`src/rtl/bpc_pkg.sv`:
```
package bpc_pkg;

    // register indexes of the configuration port
    localparam logic [2:0] REG_AC1  = 3'd0;
    localparam logic [2:0] REG_AC2  = 3'd1;
    localparam logic [2:0] REG_AC3  = 3'd2;
    localparam logic [2:0] REG_AC4  = 3'd3;
    localparam logic [2:0] REG_B1   = 3'd4;
    localparam logic [2:0] REG_B2   = 3'd5;
    localparam logic [2:0] REG_OSS  = 3'd6;

    // calibration reset values
    localparam logic [15:0] AC1_RESET = 16'd408;
    localparam logic [15:0] AC2_RESET = 16'hFFB8;   // -72
    localparam logic [15:0] AC3_RESET = 16'hC7D1;   // -14383
    localparam logic [15:0] AC4_RESET = 16'd32741;
    localparam logic [15:0] B1_RESET  = 16'd6190;
    localparam logic [15:0] B2_RESET  = 16'd4;
    localparam logic [1:0]  OSS_RESET = 2'd0;

    // compensation constants
    localparam int B5_OFFSET   = 4000;
    localparam int SENS_OFFSET = 32768;
    localparam int PRESS_SCALE = 50000;
    localparam int POLY_X1     = 3038;
    localparam int POLY_X2     = -7357;
    localparam int POLY_C      = 3791;
    localparam int P_MAX       = 262143;
    localparam int P_MIN       = -262144;

    // default depth of the front-to-back queue
    localparam int QUEUE_DEPTH = 4;

    // job handed from front to back
    typedef struct packed {
        logic [16:0] b4;
        logic [31:0] b7;
    } job_t;

endpackage

```
`src/rtl/bpc_queue.sv`:
```
module bpc_queue #(
    parameter int DEPTH = bpc_pkg::QUEUE_DEPTH
) (
    input  logic          aclk,
    input  logic          aresetn,
    input  logic          push,
    input  bpc_pkg::job_t push_data,
    output logic          full,
    output logic          pop_valid,
    input  logic          pop,
    output bpc_pkg::job_t pop_data
);

    localparam int IW = (DEPTH > 1) ? $clog2(DEPTH) : 1;
    localparam int CW = $clog2(DEPTH + 1);

    bpc_pkg::job_t   mem [DEPTH];
    logic [IW-1:0]   wr_ptr_reg, rd_ptr_reg;
    logic [CW-1:0]   count_reg;
    logic            do_push, do_pop;

    assign full      = (count_reg == CW'(DEPTH));
    assign pop_valid = (count_reg != '0);
    assign do_push   = push && !full;
    assign do_pop    = pop && pop_valid;
    assign pop_data  = mem[rd_ptr_reg];

    // storage
    always_ff @(posedge aclk) begin
        if (do_push) begin
            mem[wr_ptr_reg] <= push_data;
        end
    end

    // pointers and fill count
    always_ff @(posedge aclk) begin
        if (!aresetn) begin
            wr_ptr_reg <= '0;
            rd_ptr_reg <= '0;
            count_reg  <= '0;
        end else begin
            if (do_push) begin
                wr_ptr_reg <= (wr_ptr_reg == IW'(DEPTH - 1)) ? '0 : wr_ptr_reg + 1'b1;
            end
            if (do_pop) begin
                rd_ptr_reg <= (rd_ptr_reg == IW'(DEPTH - 1)) ? '0 : rd_ptr_reg + 1'b1;
            end
            if (do_push && !do_pop) begin
                count_reg <= count_reg + 1'b1;
            end else if (do_pop && !do_push) begin
                count_reg <= count_reg - 1'b1;
            end
        end
    end

endmodule

```
`config.mk`:
```
export PLATFORM = sky130hd
export DESIGN_NAME = bpc_queue
export DESIGN_NICKNAME = d
export VERILOG_FILES = /design/src/rtl/bpc_pkg.sv /design/src/rtl/bpc_queue.sv
export SDC_FILE = /design/constraint.sdc
export NUM_CORES = 1
export LEC_CHECK = 0
export ABC_CLOCK_PERIOD_IN_PS = 2490
export BUFFER_PORTS_ARGS = -buffer_cell sky130_fd_sc_hd__buf_2
export CAP_MARGIN = 20
export CORE_ASPECT_RATIO = 0.8
export CORE_MARGIN = 2
export CORE_UTILIZATION = 53
export CTS_BUF_LIST = sky130_fd_sc_hd__clkbuf_8
export CTS_CLUSTER_SIZE = 14
export DETAILED_ROUTE_END_ITERATION = 7
export PLACE_DENSITY_LB_ADDON = 0.25
export SLEW_MARGIN = 5
export SYNTH_ARGS = -nofsm -noshare
export SYNTH_HDL_FRONTEND = slang
export SYNTH_SLANG_ARGS = --single-unit
```
`constraint.sdc`:
```
create_clock -name aclk -period 2.49 [get_ports aclk]
set_clock_uncertainty 0.1 [all_clocks]
set_input_delay 0.3735 -clock aclk [delete_from_list [all_inputs] [get_ports aclk]]
set_output_delay 0.3735 -clock aclk [all_outputs]
set_load 0.01 [all_outputs]
```
==> impl_metrics.env, run 1 <==
export IMPL_fin_crit_ns=2.336
export IMPL_chipWidth_um=137.6
export IMPL_syn_num_nets=367
export IMPL_cp_arrival_ns=1.86
export IMPL_status="completed"
export IMPL_rsz0062_at_grt="false"
export IMPL_antenna_found_initial=0
export IMPL_critical_path_max_fanout=21
export IMPL_hold_viol_final=0
export IMPL_io_pins=104
export IMPL_power_density_mw_per_mm2=937.6
export IMPL_nFillCells=949
export IMPL_n_antenna_cell=0
export IMPL_post_synth_top_area_cell="edfxtp_1"
export IMPL_drv_cap=0
export IMPL_tightest_slew_ns=0.4217
export IMPL_gp_congestion=0.6919
export IMPL_ant_nets=0
export IMPL_cts_reportedPaths_clkPinSlew_ns=0.06
export IMPL_hold_path_class="in2reg"
export IMPL_final_setup_viol_count=0
export IMPL_area_growth_pct=25.15
export IMPL_synth_cells=307
export IMPL_netSwitchingFraction=0.2621
export IMPL_grt_pass1_vias=4001
export IMPL_drc=0
export IMPL_multiInputGateArea_mm2=0.001393
export IMPL_cp_required_ns=2.02
export IMPL_cts_sinks=205
export IMPL_wl_per_cell_um=18.88
export IMPL_io_buffer_count=103
export IMPL_criticalPathCategory="reg2out"
export IMPL_die_height_um=110.9
export IMPL_regArea_mm2=0.006071
export IMPL_whs_ns=0.09190
export IMPL_clockPowerShare=0.274
export IMPL_synthTopCellsByArea="edfxtp_1 78%, mux4_2 14%, dfxtp_1 2.4%, ha_1 0.99%, mux4_1 0.69%"
export IMPL_synth_main_ff_cell="edfxtp_1"
export IMPL_drt_wl_total_mm=13.22
export IMPL_track_usage=0.1834
export IMPL_vdd_ir_drop_worst_mv=0.6515
export IMPL_p_int_w=0.006552
export IMPL_grt_max_degree=36
export IMPL_ys_warn_count=0
export IMPL_htreeDepth=1
export IMPL_worstSetupStartpointType="register"
export IMPL_avgSynthCellArea_um2=24.65
export IMPL_dr_pass1_iters=5
export IMPL_p_comb_frac=0.240
export IMPL_syn_area_mm2=0.007567
export IMPL_fin_crit_sh=0.9382
export IMPL_slew_viol_final=0
export IMPL_grt_pass1_wl_mm=21.13
export IMPL_drt_iter0_markers=215
export IMPL_cts_buffers_inserted=30
export IMPL_synthArstFlopShare=0
export IMPL_post_cts_buffers=0
export IMPL_vias=3696
export IMPL_synth_edf_count=196
export IMPL_drive_gt1_frac=0.4031
export IMPL_final_nets=553
export IMPL_clock_root_buffer="clkbuf_8"
export IMPL_synth_most_common_cell="edfxtp_1"
export IMPL_cp_end_kind="output pin"
export IMPL_power_switching_w=0.002327
export IMPL_grt_overflow=0
export IMPL_ys_seq_area_frac=0.8016
export IMPL_synth_cell_types=26
export IMPL_die_area_mm2=0.01526
export IMPL_yosysTopAreaCellShare=0.7778
export IMPL_cts_tree="built"
export IMPL_dp_final_hpwl_mm=7.793
export IMPL_p_leak_nw=3.317
export IMPL_final_util=0.6715
export IMPL_initial_core_util=0.5366
export IMPL_insertion_delay_ns=0.52
export IMPL_largest_register_ff_count=196
export IMPL_maxSlewHeadroom=0.7189
export IMPL_sequentialPowerShare=0.486
export IMPL_fp_row_count=39
export IMPL_synth_ff_latch_count=205
export IMPL_fmax_mhz=428.1
export IMPL_vias_per_cell=5.280
export IMPL_core_mm2=0.01410
export IMPL_clock_path_buffers=3
export IMPL_synth_commonest_cells="196 x edfxtp_1, 47 x mux4_2, 9 x dfxtp_1"
export IMPL_tns_ns=0
-- power groups by stage --
stage	Clock [W]	Sequential (W)	Combinational, W
final	0.00243	0.00432	0.00213
after global routing	0.00269	0.00435	0.00232
after CTS	0.00250	0.00432	0.00218
after detailed placement	0	0.00439	0.00211
after global placement	0	0.00436	0.00209
after floorplan	0	0.00435	0.00139
-- layout make-up --
| cell class | count | share of cell area |
|---|---|---|
| clock buffer | 35 | 0.05087 |
| clock inverter | 20 | 0.008191 |
| inverter | 3 | 0.001189 |
| multi-input combinational | 86 | 0.1470 |
| sequential | 205 | 0.6410 |
| tap | 184 | 0.02431 |
| timing repair buffer | 167 | 0.1274 |
-- worst max-delay path, cell delays in order, from the launching register on --
cell and delay [ns]:
dfxtp_4 0.37, buf_12 0.21, mux4_1 0.59, buf_2 0.16
-- timing repair --
action,4_1_cts,5_1_grt
gates resized for setup,0,0
hold buffers,49,0
hold endpoints to repair,196,0
-- placed cells by master (no fill, tap or decap), types with 3 or more instances in the layout --
cell,n
inv_1,14
clkbuf_8,35
mux4_2,47
edfxtp_1,196
dlygate4sd3_1,49
dfxtp_1,7
buf_12,7
o21ai_0,3
buf_4,8
nand2_1,6
clkinv_1,7
ha_1,6
and2_2,4
mux2i_1,3
buf_2,103
-- routing by layer --
layer | GRT usage | share of wire | vias up
li1 | - | - | 1667
met4 | 0.04124 | 0.013 | 0
met5 | 0 | 0 | -
met3 | 0.04938 | 0.070 | 19
met2 | 0.2962 | 0.48 | 119
met1 | 0.2543 | 0.43 | 1891
-- metrics by stage --
stage	setup WS (ns)	instance area, µm²	power [W]	cells
finish	0.1538	9470	0.008879	700
global route	0.04552	9470	0.009351	700
CTS	0.1032	9470	0.009007	700
detailed placement	0.2202	8421	0.006501	596
global placement	0.3969	8421	0.006455	596
floorplan	0.2521	7572	0.005743	307
-- worst paths after layout --
| kind | start | depth (start not counted) | slack (ns) | end |
|---|---|---|---|---|
| max reg2reg | count_reg[0] | 7 | 0.18 | count_reg[2] |
| min reg2reg | wr_ptr_reg[1] | 2 | 0.41 | wr_ptr_reg[1] |
| min | aresetn | 3 | 0.09 | wr_ptr_reg[0] |
| max | register | 3 | 0.15 | pop_data[43] |
-- cell families after synthesis --
kind of cell               count (synthesis)  synth area share
muxes                                     52            0.1508
xor gates and xnor gates                   2          0.002315
and+or+nand+nor                           20           0.01372
AOI/OAI and AO/OA                          5          0.003968
DFF                                      205            0.8016
adders and majority gates                  7           0.01257
buffers and inverters                     16           0.01505
Note: power is estimated with default switching activity, not from simulation.
==> run 2: changes to the inputs <==
GPL_TIMING_DRIVEN = 0   (was default)
==> impl_metrics.env, run 2 (synthesis gave the netlist of run 1 again) <==
export IMPL_insertion_delay_ns=0.52
export IMPL_maxSlewHeadroom=0.4823
export IMPL_timing_critical_path_buf_inv=4
export IMPL_layout_commonest_cell="edfxtp_1"
export IMPL_tightest_slew_ns=0.7766
export IMPL_drv_cap=0
export IMPL_cp_cell_sequence="buf_6 -> buf_12 -> buf_12 -> mux4_2 -> buf_2"
export IMPL_final_setup_viol_count=0
export IMPL_cp_end_kind="output pin"
export IMPL_ff2ff_setup_slack_ns=0.1
export IMPL_clockPowerShare=0.275
export IMPL_power_switching_w=0.002405
export IMPL_htreeDepth=1
export IMPL_vdd_ir_drop_worst_mv=0.6929
export IMPL_cts_tree="built"
export IMPL_drc=0
export IMPL_initial_core_util=0.5366
export IMPL_critical_path_max_fanout=9
export IMPL_clock_root_buffer="clkbuf_8"
export IMPL_nFillCells=931
export IMPL_vias=3728
export IMPL_cts_sinks=205
export IMPL_hold_path_class="in2reg"
export IMPL_max_stage_delay_ns=0.51
export IMPL_core_mm2=0.01410
export IMPL_clock_path_buffers=3
export IMPL_netSwitchingFraction=0.2650
export IMPL_gp_congestion=0.6897
export IMPL_grt_max_degree=50
export IMPL_fin_crit_sh=0.9606
export IMPL_power_density_mw_per_mm2=954.8
export IMPL_io_pins=104
export IMPL_fin_crit_ns=2.392
export IMPL_rsz0062_at_grt="false"
export IMPL_dp_final_hpwl_mm=7.699
export IMPL_vias_per_cell=5.273
export IMPL_chipWidth_um=137.6
export IMPL_p_int_w=0.006671
export IMPL_cp_required_ns=2.02
export IMPL_drt_iter0_markers=210
export IMPL_final_nets=559
export IMPL_finalPower_w=0.009076
export IMPL_drive_gt1_frac=0.4073
export IMPL_p_leak_nw=3.356
export IMPL_n_antenna_cell=0
export IMPL_cpMaxStageDelayCell="mux4_2"
export IMPL_ant_nets=0
export IMPL_grt_pass1_wl_mm=20.76
export IMPL_io_buffer_count=103
export IMPL_wl_per_cell_um=19.14
export IMPL_largest_register_ff_count=196
export IMPL_fp_row_count=39
export IMPL_grt_pass1_vias=4029
export IMPL_layout_common_cells="196 x edfxtp_1, 107 x buf_2, 49 x dlygate4sd3_1, 47 x mux4_2, 32 x clkbuf_8"
export IMPL_place_ws_ns=-0.04188
export IMPL_antenna_found_initial=0
export IMPL_cp_arrival_ns=1.92
export IMPL_grt_overflow=0
export IMPL_p_comb_frac=0.249
export IMPL_crit_top_cell="buf_12"
export IMPL_die_area_mm2=0.01526
export IMPL_drt_wl_total_mm=13.53
export IMPL_dr_pass1_iters=4
export IMPL_slew_viol_final=0
export IMPL_cts_buffers_inserted=31
export IMPL_fmax_mhz=418.1
export IMPL_setup_slack_ns=0.09815
export IMPL_track_usage=0.1812
export IMPL_status="completed"
export IMPL_hold_viol_final=0
export IMPL_criticalPathCategory="reg2out"
export IMPL_cts_reportedPaths_clkPinSlew_ns=0.06
export IMPL_worstSetupStartpointType="register"
export IMPL_die_height_um=110.9
export IMPL_sequentialPowerShare=0.477
export IMPL_critical_path_top_delay_family="buffers and inverters"
export IMPL_area_growth_pct=25.61
-- run 2: cell count changes in the layout (fill, tap and decap cells not counted), sizes merged --
| cell | previous run | this run |
|---|---|---|
| buf | 118 | 121 |
| bufinv | 0 | 1 |
| clkbuf | 35 | 34 |
| inv | 14 | 18 |
-- run 2: layout make-up --
type | instances | area [µm²] | share of cell area
clock inverters | 25 | 128.9 | 0.01356
flip-flops and latches | 205 | 6068 | 0.6384
multi-input cells | 86 | 1401 | 0.1474
plain buffers | 13 | 123.9 | 0.01303
inverters | 3 | 11.26 | 0.001185
well taps | 184 | 230.2 | 0.02422
clock buffers | 32 | 440.4 | 0.04633
repair buffers | 159 | 1101 | 0.1158
-- run 2: layer usage --
metal	wire, µm	share of wire	GRT usage	vias up
met5	0	0	0	-
met4	273	0.020	0.05017	0
met3	836	0.062	0.04481	28
met2	6732	0.50	0.3108	112
met1	5689	0.42	0.2313	1903
li1	-	-	-	1685
-- run 2: power by group through the flow --
| stage | registers, W | logic [W] | clock network [W] |
|---|---|---|---|
| floorplan | 0.00435 | 0.00139 | 0 |
| global placement | 0.00437 | 0.00205 | 0 |
| detailed placement | 0.00439 | 0.00211 | 0 |
| CTS | 0.00433 | 0.00218 | 0.00256 |
| global route | 0.00436 | 0.00244 | 0.00271 |
| finish | 0.00433 | 0.00226 | 0.00249 |
-- run 2: per-stage QoR --
| stage | util | instance area, µm² | setup TNS [ns] | std cells | hold slack (ns) |
|---|---|---|---|---|---|
| after floorplan | - | 7572 | 0 | 307 | 0.3677 |
| after global placement | 0.5898 | 8318 | -21.87 | 594 | 0.3823 |
| after detailed placement | 0.5915 | 8342 | -0.04188 | 595 | 0.4021 |
| after CTS | 0.6677 | 9417 | 0 | 701 | 0.02222 |
| after global routing | 0.6740 | 9505 | 0 | 707 | 0.04741 |
| final | 0.6740 | 9505 | 0 | 707 | 0.06111 |
-- run 2: worst register-to-register path, delay by kind of cell (launching register included) --
kind                       cells  cell delay, ns
adders and majority gates      2            0.61
and+or+nand+nor                3            0.60
DFF                            1            0.34
buffers and inverters          2            0.30
xor gates and xnor gates       1            0.19
AOI/OAI and AO/OA              1            0.18
-- run 2: path summary, 6_finish.rpt --
kind         depth (start not counted)            end          start
max                                  5   pop_data[19]       register
min                                  3  rd_ptr_reg[1]        aresetn
max reg2reg                          9   count_reg[2]   count_reg[2]
min reg2reg                          2  wr_ptr_reg[1]  wr_ptr_reg[1]
-- run 2: repair_timing --
| item | 4_1_cts | 5_1_grt |
|---|---|---|
| pin swaps | 0 | 0 |
| hold buffers | 49 | 0 |
| setup buffers | 0 | 5 |
| cloned | 0 | 1 |
| setup endpoints to repair | 41 | 18 |
| hold endpoints to repair | 196 | 0 |
| resized for setup | 7 | 6 |
