==> config.mk <==
export PLATFORM = sky130hd
export DESIGN_NAME = bpc_back
export DESIGN_NICKNAME = d
export VERILOG_FILES = /design/src/rtl/bpc_pkg.sv /design/src/rtl/bpc_back.sv
export SDC_FILE = /design/constraint.sdc
export NUM_CORES = 1
export LEC_CHECK = 0
export BUFFER_PORTS_ARGS = -buffer_cell sky130_fd_sc_hd__buf_2
export CAP_MARGIN = 25
export CORE_ASPECT_RATIO = 1.1
export CORE_MARGIN = 2
export CORE_UTILIZATION = 45
export DETAILED_ROUTE_END_ITERATION = 10
export SETUP_SLACK_MARGIN = 0.15
export SYNTH_ARGS = -nofsm -noshare
export SYNTH_HDL_FRONTEND = slang
export SYNTH_SLANG_ARGS = --single-unit
==> constraint.sdc <==
create_clock -name aclk -period 6.6 [get_ports aclk]
set_input_delay 1.32 -clock aclk [delete_from_list [all_inputs] [get_ports aclk]]
set_output_delay 1.32 -clock aclk [all_outputs]
set_load 0.005 [all_outputs]
==> src/rtl/bpc_pkg.sv <==
package bpc_pkg;

    // register indexes of the configuration port
    localparam logic [2:0] REG_AC1  = 3'd0;
    localparam logic [2:0] REG_AC2  = 3'd1;
    localparam logic [2:0] REG_AC3  = 3'd2;
    localparam logic [2:0] REG_AC4  = 3'd3;
    localparam logic [2:0] REG_B1   = 3'd4;
    localparam logic [2:0] REG_B2   = 3'd5;
    localparam logic [2:0] REG_OSS  = 3'd6;

    // calibration reset values
    localparam logic [15:0] AC1_RESET = 16'd408;
    localparam logic [15:0] AC2_RESET = 16'hFFB8;   // -72
    localparam logic [15:0] AC3_RESET = 16'hC7D1;   // -14383
    localparam logic [15:0] AC4_RESET = 16'd32741;
    localparam logic [15:0] B1_RESET  = 16'd6190;
    localparam logic [15:0] B2_RESET  = 16'd4;
    localparam logic [1:0]  OSS_RESET = 2'd0;

    // compensation constants
    localparam int B5_OFFSET   = 4000;
    localparam int SENS_OFFSET = 32768;
    localparam int PRESS_SCALE = 50000;
    localparam int POLY_X1     = 3038;
    localparam int POLY_X2     = -7357;
    localparam int POLY_C      = 3791;
    localparam int P_MAX       = 262143;
    localparam int P_MIN       = -262144;

    // default depth of the front-to-back queue
    localparam int QUEUE_DEPTH = 4;

    // job handed from front to back
    typedef struct packed {
        logic [16:0] b4;
        logic [31:0] b7;
    } job_t;

endpackage

==> src/rtl/bpc_back.sv <==
module bpc_back (
    input  logic              aclk,
    input  logic              aresetn,
    input  logic              job_valid,
    output logic              job_pop,
    input  bpc_pkg::job_t     job,
    output logic              m_tvalid,
    input  logic              m_tready,
    output logic [18:0]       pressure_pa,
    output logic              divide_error
);

    localparam logic [2:0] ST_IDLE = 3'd0;
    localparam logic [2:0] ST_DIV  = 3'd1;
    localparam logic [2:0] ST_PA   = 3'd2;
    localparam logic [2:0] ST_PB   = 3'd3;
    localparam logic [2:0] ST_PC   = 3'd4;

    logic [2:0]  state_reg;
    logic [4:0]  cnt_reg;
    logic [16:0] b4_reg;
    logic [16:0] rem_reg;
    logic [31:0] dq_reg;
    logic        hi_reg, err_reg, sat_reg;
    logic [18:0] p_reg;
    logic [21:0] s_reg;
    logic [17:0] x1_reg;
    logic signed [18:0] x2_reg;
    logic        out_valid_reg;
    logic [18:0] out_p_reg;
    logic        out_err_reg;

    // one restoring division step
    logic [17:0] trial;
    logic        fits;
    logic [31:0] quot;

    assign trial = {rem_reg, dq_reg[31]};
    assign fits  = (trial >= {1'b0, b4_reg});
    assign quot  = hi_reg ? {dq_reg[30:0], 1'b0} : dq_reg;

    // polynomial correction
    logic [33:0]        x1_prod;
    logic signed [34:0] x2_prod;
    logic signed [20:0] t_sum;
    logic signed [21:0] res;
    logic [18:0]        res_sat;
    logic               out_free;

    assign x1_prod  = s_reg * 12'd3038;
    assign x2_prod  = $signed({1'b0, p_reg}) * 15'(bpc_pkg::POLY_X2);
    assign t_sum    = $signed({3'b000, x1_reg}) + 21'(x2_reg) + 21'(bpc_pkg::POLY_C);
    assign res      = $signed({3'b000, p_reg}) + 22'(t_sum >>> 4);
    assign out_free = !out_valid_reg || m_tready;

    always_comb begin
        if (err_reg) begin
            res_sat = '0;
        end else if (sat_reg || res > 22'(bpc_pkg::P_MAX)) begin
            res_sat = 19'(bpc_pkg::P_MAX);
        end else if (res < 22'(bpc_pkg::P_MIN)) begin
            res_sat = 19'(bpc_pkg::P_MIN);
        end else begin
            res_sat = res[18:0];
        end
    end

    assign job_pop      = (state_reg == ST_IDLE) && job_valid;
    assign m_tvalid     = out_valid_reg;
    assign pressure_pa  = out_p_reg;
    assign divide_error = out_err_reg;

    // sequencer
    always_ff @(posedge aclk) begin
        if (!aresetn) begin
            state_reg <= ST_IDLE;
            cnt_reg   <= '0;
        end else begin
            case (state_reg)
                ST_IDLE: begin
                    if (job_valid) begin
                        cnt_reg   <= '0;
                        state_reg <= (job.b4 == '0) ? ST_PC : ST_DIV;
                    end
                end
                ST_DIV: begin
                    cnt_reg <= cnt_reg + 1'b1;
                    if (cnt_reg == 5'd31) begin
                        state_reg <= ST_PA;
                    end
                end
                ST_PA: state_reg <= ST_PB;
                ST_PB: state_reg <= ST_PC;
                ST_PC: begin
                    if (out_free) begin
                        state_reg <= ST_IDLE;
                    end
                end
                default: state_reg <= ST_IDLE;
            endcase
        end
    end

    // datapath
    always_ff @(posedge aclk) begin
        case (state_reg)
            ST_IDLE: begin
                b4_reg  <= job.b4;
                rem_reg <= '0;
                hi_reg  <= job.b7[31];
                dq_reg  <= job.b7[31] ? job.b7 : {job.b7[30:0], 1'b0};
                err_reg <= (job.b4 == '0);
                sat_reg <= 1'b0;
            end
            ST_DIV: begin
                rem_reg <= fits ? 17'(trial - {1'b0, b4_reg}) : trial[16:0];
                dq_reg  <= {dq_reg[30:0], fits};
            end
            ST_PA: begin
                sat_reg <= (quot[31:19] != '0);
                p_reg   <= quot[18:0];
                s_reg   <= quot[18:8] * quot[18:8];
            end
            ST_PB: begin
                x1_reg <= x1_prod[33:16];
                x2_reg <= x2_prod[34:16];
            end
            default: ;
        endcase
    end

    // output register
    always_ff @(posedge aclk) begin
        if (!aresetn) begin
            out_valid_reg <= 1'b0;
        end else if (state_reg == ST_PC && out_free) begin
            out_valid_reg <= 1'b1;
        end else if (m_tready) begin
            out_valid_reg <= 1'b0;
        end
    end

    always_ff @(posedge aclk) begin
        if (state_reg == ST_PC && out_free) begin
            out_p_reg   <= res_sat;
            out_err_reg <= err_reg;
        end
    end

`ifndef ASSERT_OFF
    // a zero-divisor result carries zero pressure
    a_err_zero: assert property (@(posedge aclk) disable iff (!aresetn)
        out_valid_reg && out_err_reg |-> out_p_reg == '0)
        else $error("divide error with nonzero pressure");

    // the divide counter only moves while dividing or when a job is taken
    a_cnt_idle: assert property (@(posedge aclk) disable iff (!aresetn)
        state_reg != ST_DIV |=> cnt_reg == $past(cnt_reg) || state_reg == ST_DIV
        || $past(state_reg) == ST_IDLE)
        else $error("divide counter moved outside division");

    // a job is taken only while the sequencer is idle
    a_pop_idle: assert property (@(posedge aclk) disable iff (!aresetn)
        job_pop |-> state_reg == ST_IDLE)
        else $error("job popped while busy");

    // a waiting result is not overwritten
    a_out_hold: assert property (@(posedge aclk) disable iff (!aresetn)
        out_valid_reg && !m_tready |=> out_valid_reg && $stable(out_p_reg))
        else $error("pending result overwritten");
`endif

endmodule

==> results.tsv, run 1 <==
metric	value	unit
Std-Cell Rows	83	
Layout area overhead	8.84	%
core area	46700	um^2
top cells by area, synth	fa_1 23%, edfxtp_1 23%, ha_1 21%, inv_1 7.8%, mux2i_1 2.6%	
worst hold margin	0.483	ns
Clock Pin Slew Worst Setup and Hold Paths	0.07	ns
Fin. Hold Viols	0	
Setup crit start kind	register	
post-DP HPWL	38000	um
most frequent cell after synthesis	inv_1	
Async S/R FF share, synth	0	%
register area	5100	um^2
top achievable clock speed	0.162	GHz
max reg flops	32	
initial core utilization	45.5	%
Synth area leader	fa_1	
setup TNS	0	ns
Ports	75	
crit path time final	6.18	ns
overall routing resource usage	19.7	%
Avg WL per Cell	16.3	um
crit path DAT	6.40	ns
Worst-Skew Late Latency	0.48	ns
synthesized area	21300	um^2
final worst-path cycle share	93.6	%
Pins Over Slew Limit	0	
Cells after Synth	2047	
total number of vias	14100	
final setup vio count	0	
die width	211	um
root buf cell	clkbuf_16	
H-tree lvl count	4	
Setup CP Type	register to register	
Fin Clk Skew	0.0156	ns
vias in the first global route	15100	
max-cap check violation count	0	
Post-CTS Setup Bufs	0	
vias per cell	5.15	
Hold Buf Count CTS	0	
Crit Path Max Fanout	10	
detailed-route wire length	44800	um
largest net degree at the start of global routing	70	
Multi-input gate area	14500	um^2
RePlAce Congestion	0.866	
Post-synth EDFFs	164	
Most used DFF post-synth	edfxtp_1	
port buffer count	74	
global-route wire length before repair	75000	um
post_cts resized	2	
die area	49000	um^2
layout cells sized above 1	8.01	%
number of distinct library cells after synthesis	69	
Synth Register Bits	173	
post-synthesis sequential area ratio	24.0	%
CTS Sinks	173	
FF-to-FF Start	hi_reg	
Worst Setup End Kind	register	
Remaining DRCs	0	
Hold Path Class	register to register	
syn_area_per_cell	10.4	um^2
Yosys warnings	0	
Final Core Density	49.6	%
Starting DRT DRC Count	527	
die height	232	um
initial antenna violation count	1	
Overflow after GRT	0	
nets@finish	2792	
Data required, critical path	6.82	ns
RSZ-0062 raised after global routing	no	
CTS tree	done	
Power Dens Cells	294	nW/um^2
CTS max path bufs	2	
Filler Cell Count	4350	
Tightest Pin Transition	0.993	ns
CTS buffer count	17	
Crit. Startpoint	hi_reg	
Slew HR	33.8	%
Worst IR Drop VDD	0.464	mV
HP Start	cnt_reg[3]	
antenna viol nets, final	0	
Leakage Power	11.6	nW
Post-synth top cells	442 x inv_1, 355 x ha_1, 249 x fa_1	
Synth top area share	23.4	%
TritonRoute pass-1 iters	5	
status	finished clean	
kinds of logic (layout without fill, tap and decap cells):
logic type | after synthesis | in the layout | synth area share, %
other | 2 | 4 | 0.0353
buffers and inverters | 469 | 569 | 8.37
XOR/XNOR | 86 | 86 | 3.65
AO/OA/AOI/OAI | 271 | 271 | 8.48
AND/OR/NAND/NOR | 379 | 379 | 8.17
multiplexers | 63 | 63 | 3.01
flip-flops | 173 | 173 | 24.0
adder cells (fa/ha/maj) | 604 | 604 | 44.3
area by class of cell:
type                    instances  share of cell area (%)
multi-input cells            1406                    62.5
repair buffers                 95                    2.42
inverters                     442                    7.16
clock inverters                15                   0.854
well taps                     595                    3.21
flip-flops and latches        173                    22.0
diodes                          1                  0.0108
clock buffers                  17                    1.84
metal layers:
metal / GRT usage (%) / vias up / wire length [um]
met5: 0 / - / 0
met4: 7.02 / 0 / 1090
met3: 3.02 / 64 / 1200
met2: 33.9 / 184 / 21900
met1: 25.1 / 6916 / 20600
li1: - / 6965 / -
power breakdown:
| part | total [mW] | switching (mW) | internal [mW] |
|---|---|---|---|
| clock network | 1.07 | 0.516 | 0.549 |
| registers | 1.56 | 0.0533 | 1.50 |
| logic | 4.18 | 2.30 | 1.88 |
placed cells by master (no fill, tap or decap), types with 29 or more instances in the layout:
cell / count
inv_1: 442
ha_1: 355
fa_1: 249
edfxtp_1: 164
nor2_1: 143
nand2_1: 95
buf_2: 74
o21ai_0: 70
a21oi_1: 64
xnor2_1: 59
mux2i_1: 51
a21o_1: 29
final timing paths:
kind / to / slack [ns] / depth (start not counted)
worst max-delay path: s_reg[20] / 0.42 / 20
worst min-delay path: cnt_reg[3] / 0.48 / 1
worst max register to register: s_reg[20] / 0.42 / 20
worst min register to register: cnt_reg[3] / 0.48 / 1
through the flow:
step / instance area (um^2) / std cells / worst slack, ns / power (mW)
4_1_cts: 23100 / 2741 / 0.164 / 6.80
6_report: 23200 / 2744 / 0.419 / 6.80
3_3_place_gp: 22400 / 2709 / 0.204 / 5.63
2_1_floorplan: 21300 / 2048 / 0.155 / 4.81
3_5_place_dp: 22400 / 2709 / 0.0448 / 5.69
5_1_grt: 23200 / 2744 / 0.177 / 7.47
worst max-delay path, stage by stage (launching register included):
cell and delay (ns):
edfxtp_1 0.50, buf_4 0.26, mux2i_1 0.20, buf_4 0.20, nor2_1 0.07, fa_1 0.49, fa_1 0.52, inv_1 0.05
fa_1 0.47, inv_1 0.06, fa_1 0.51, fa_1 0.50, ha_1 0.25, or4_1 0.51, a21oi_1 0.22, nor3b_2 0.10
o31ai_2 0.32, a2111oi_1 0.17, o31ai_1 0.26, a21oi_1 0.11, xor2_1 0.14
Power figures use the tool's default switching activity.
==> run 2, diff against run 1 <==
--- a/config.mk
+++ b/config.mk
@@ -10,8 +10,10 @@
 export CORE_ASPECT_RATIO = 1.1
 export CORE_MARGIN = 2
 export CORE_UTILIZATION = 45
+export CTS_BUF_LIST = sky130_fd_sc_hd__clkbuf_8
 export DETAILED_ROUTE_END_ITERATION = 10
 export SETUP_SLACK_MARGIN = 0.15
 export SYNTH_ARGS = -nofsm -noshare
 export SYNTH_HDL_FRONTEND = slang
 export SYNTH_SLANG_ARGS = --single-unit
+export TNS_END_PERCENT = 20
==> run 2 against run 1 <==
Combinational power about the same. Register-to-register slack about the same. Clock-buffer cell count is the same. Sequential power about the same. Cell count unchanged. Sequential cell count is the same. Sequential share of layout area is 0.18 points higher. Hold slack improved by 0.0040 ns. Cell area is 0.80% lower. Critical path depth is the same. Global-route usage about the same. Utilization shrank 0.40 points.
==> results.tsv, run 2 (synthesized netlist as in run 1, its figures left out) <==
metric	value	unit	change
Setup crit start kind	register		
vias in the first global route	15100		-0.053%
Fin Clk Skew	0.0159	ns	+0.000329 ns
most frequent cells in the layout	442 x inv_1, 355 x ha_1, 249 x fa_1, 164 x edfxtp_1, 143 x nor2_1		
Starting DRT DRC Count	490		-7.0%
global-route wire length before repair	75000	um	about the same
Layout area overhead	7.97	%	
CTS tree	done		
detailed-route wire length	44800	um	about the same
Crit. Startpoint	hi_reg		
DP Area	22400	um^2	unchanged
TritonRoute pass-1 iters	5		unchanged
setup TNS	0	ns	unchanged
Leakage Power	11.5	nW	-0.71%
vias per cell	5.15		about the same
crit path time final	6.17	ns	-0.00702 ns
post-placement setup slack	0.0448	ns	unchanged
FF-to-FF Start	hi_reg		
total number of vias	14100		-0.0071%
Tightest Pin Transition	0.996	ns	+0.00370 ns
overall routing resource usage	19.7	%	-0.021 points
HP Start	cnt_reg[3]		
RePlAce Congestion	0.866		unchanged
Clock Pin Slew Worst Setup and Hold Paths	0.11	ns	+0.04 ns
Ant. Diodes	0		-1
post-DP HPWL	38000	um	unchanged
Slew HR	33.6	%	-0.25 points
core area	46700	um^2	unchanged
CTS buffer count	17		unchanged
Worst Setup End Kind	register		
port buffer count	74		unchanged
status	finished clean		
antenna viol nets, final	0		unchanged
die width	211	um	unchanged
largest net degree at the start of global routing	70		unchanged
H-tree lvl count	4		unchanged
Avg WL per Cell	16.3	um	about the same
initial core utilization	45.5	%	unchanged
Setup CP Type	register to register		
Fin. Hold Viols	0		unchanged
layout cells sized above 1	8.05	%	+0.043 points
crit path DAT	6.47	ns	+0.07 ns
RSZ-0062 raised after global routing	no		
final worst-path cycle share	93.5	%	-0.11 points
CTS max path bufs	2		unchanged
max-cap check violation count	0		unchanged
Std-Cell Rows	83		unchanged
Remaining DRCs	0		unchanged
Worst IR Drop VDD	0.469	mV	+0.98%
Final Core Density	49.2	%	-0.40 points
Ports	75		unchanged
design area	23000	um^2	-0.80%
CTS Sinks	173		unchanged
root buf cell	clkbuf_8		
max reg flops	32		unchanged
Worst-Skew Late Latency	0.55	ns	+0.07 ns
Crit Path Max Fanout	10		unchanged
top achievable clock speed	0.162	GHz	+0.11%
initial antenna violation count	0		-1
die height	232	um	unchanged
Power Dens Cells	286	nW/um^2	-2.7%
final setup vio count	0		unchanged
worst reg2reg setup slack	0.43	ns	about the same
Hold Path Class	register to register		
Overflow after GRT	0		unchanged
most common cell after layout, fill and taps aside	inv_1		
die area	49000	um^2	unchanged
final worst setup slack	0.426	ns	+0.00702 ns
Data required, critical path	6.90	ns	+0.08 ns
nets@finish	2793		+0.036%
Pins Over Slew Limit	0		unchanged
==> run 2: changes by cell type in the layout (fill, tap and decap cells not counted) <==
cell,delta
clkbuf_16,-17
clkbuf_8,+17
buf_4,+1
diode_2,-1
==> run 2: metrics by stage <==
stage | total power [mW] | instances | hold slack, ns
after floorplan | 4.81 | 2048 | 0.423
after detailed placement | 5.69 | 2709 | 0.468
final | 6.57 | 2744 | 0.487
after global placement | 5.63 | 2709 | 0.435
after CTS | 6.56 | 2741 | 0.483
after global routing | 7.23 | 2744 | 0.500
==> run 2: timing repair <==
item / CTS / global route
endpoints found under the setup margin: 1 / 4
setup buffers: 0 / 1
hold buffers: 0 / 0
gates resized for setup: 2 / 6
==> run 2: metal layers <==
layer,GRT usage (%),vias to the layer above,wire [um]
met3,2.89,62,1260
li1,-,6949,-
met1,25.1,6920,20500
met5,0,-,0
met4,7.06,0,1160
met2,34.0,197,21900
==> run 2: critical path: stages (launching register included) <==
cell,delay [ns]
edfxtp_1,0.49
buf_4,0.26
mux2i_1,0.20
buf_4,0.20
nor2_1,0.07
fa_1,0.49
fa_1,0.52
inv_1,0.05
fa_1,0.47
inv_1,0.06
fa_1,0.51
fa_1,0.50
ha_1,0.25
or4_1,0.51
a21oi_1,0.22
nor3b_2,0.10
o31ai_2,0.32
a2111oi_1,0.17
o31ai_1,0.26
a21oi_1,0.11
xor2_1,0.14
==> run 2: worst paths after layout <==
| path | to | cells past startpoint |
|---|---|---|
| setup / recovery | s_reg[20] | 20 |
| hold / removal | cnt_reg[3] | 1 |
| setup reg to reg | s_reg[20] | 20 |
| hold reg to reg | cnt_reg[3] | 1 |
==> run 2: cell type report <==
type / instances / area, um^2
Clock buffer: 17 / 234
Inverter: 442 / 1660
Sequential cell: 173 / 5100
Timing Repair Buffer: 96 / 568
Tap cell: 595 / 744
Multi-Input combinational cell: 1406 / 14500
Fill cell: 4386 / 23800
Clock inverter: 15 / 198
==> run 2: where the power goes <==
part | internal [mW] | switching (mW)
Clock | 0.327 | 0.490
Sequential | 1.50 | 0.0534
Combinational | 1.88 | 2.31
Total | 3.71 | 2.85
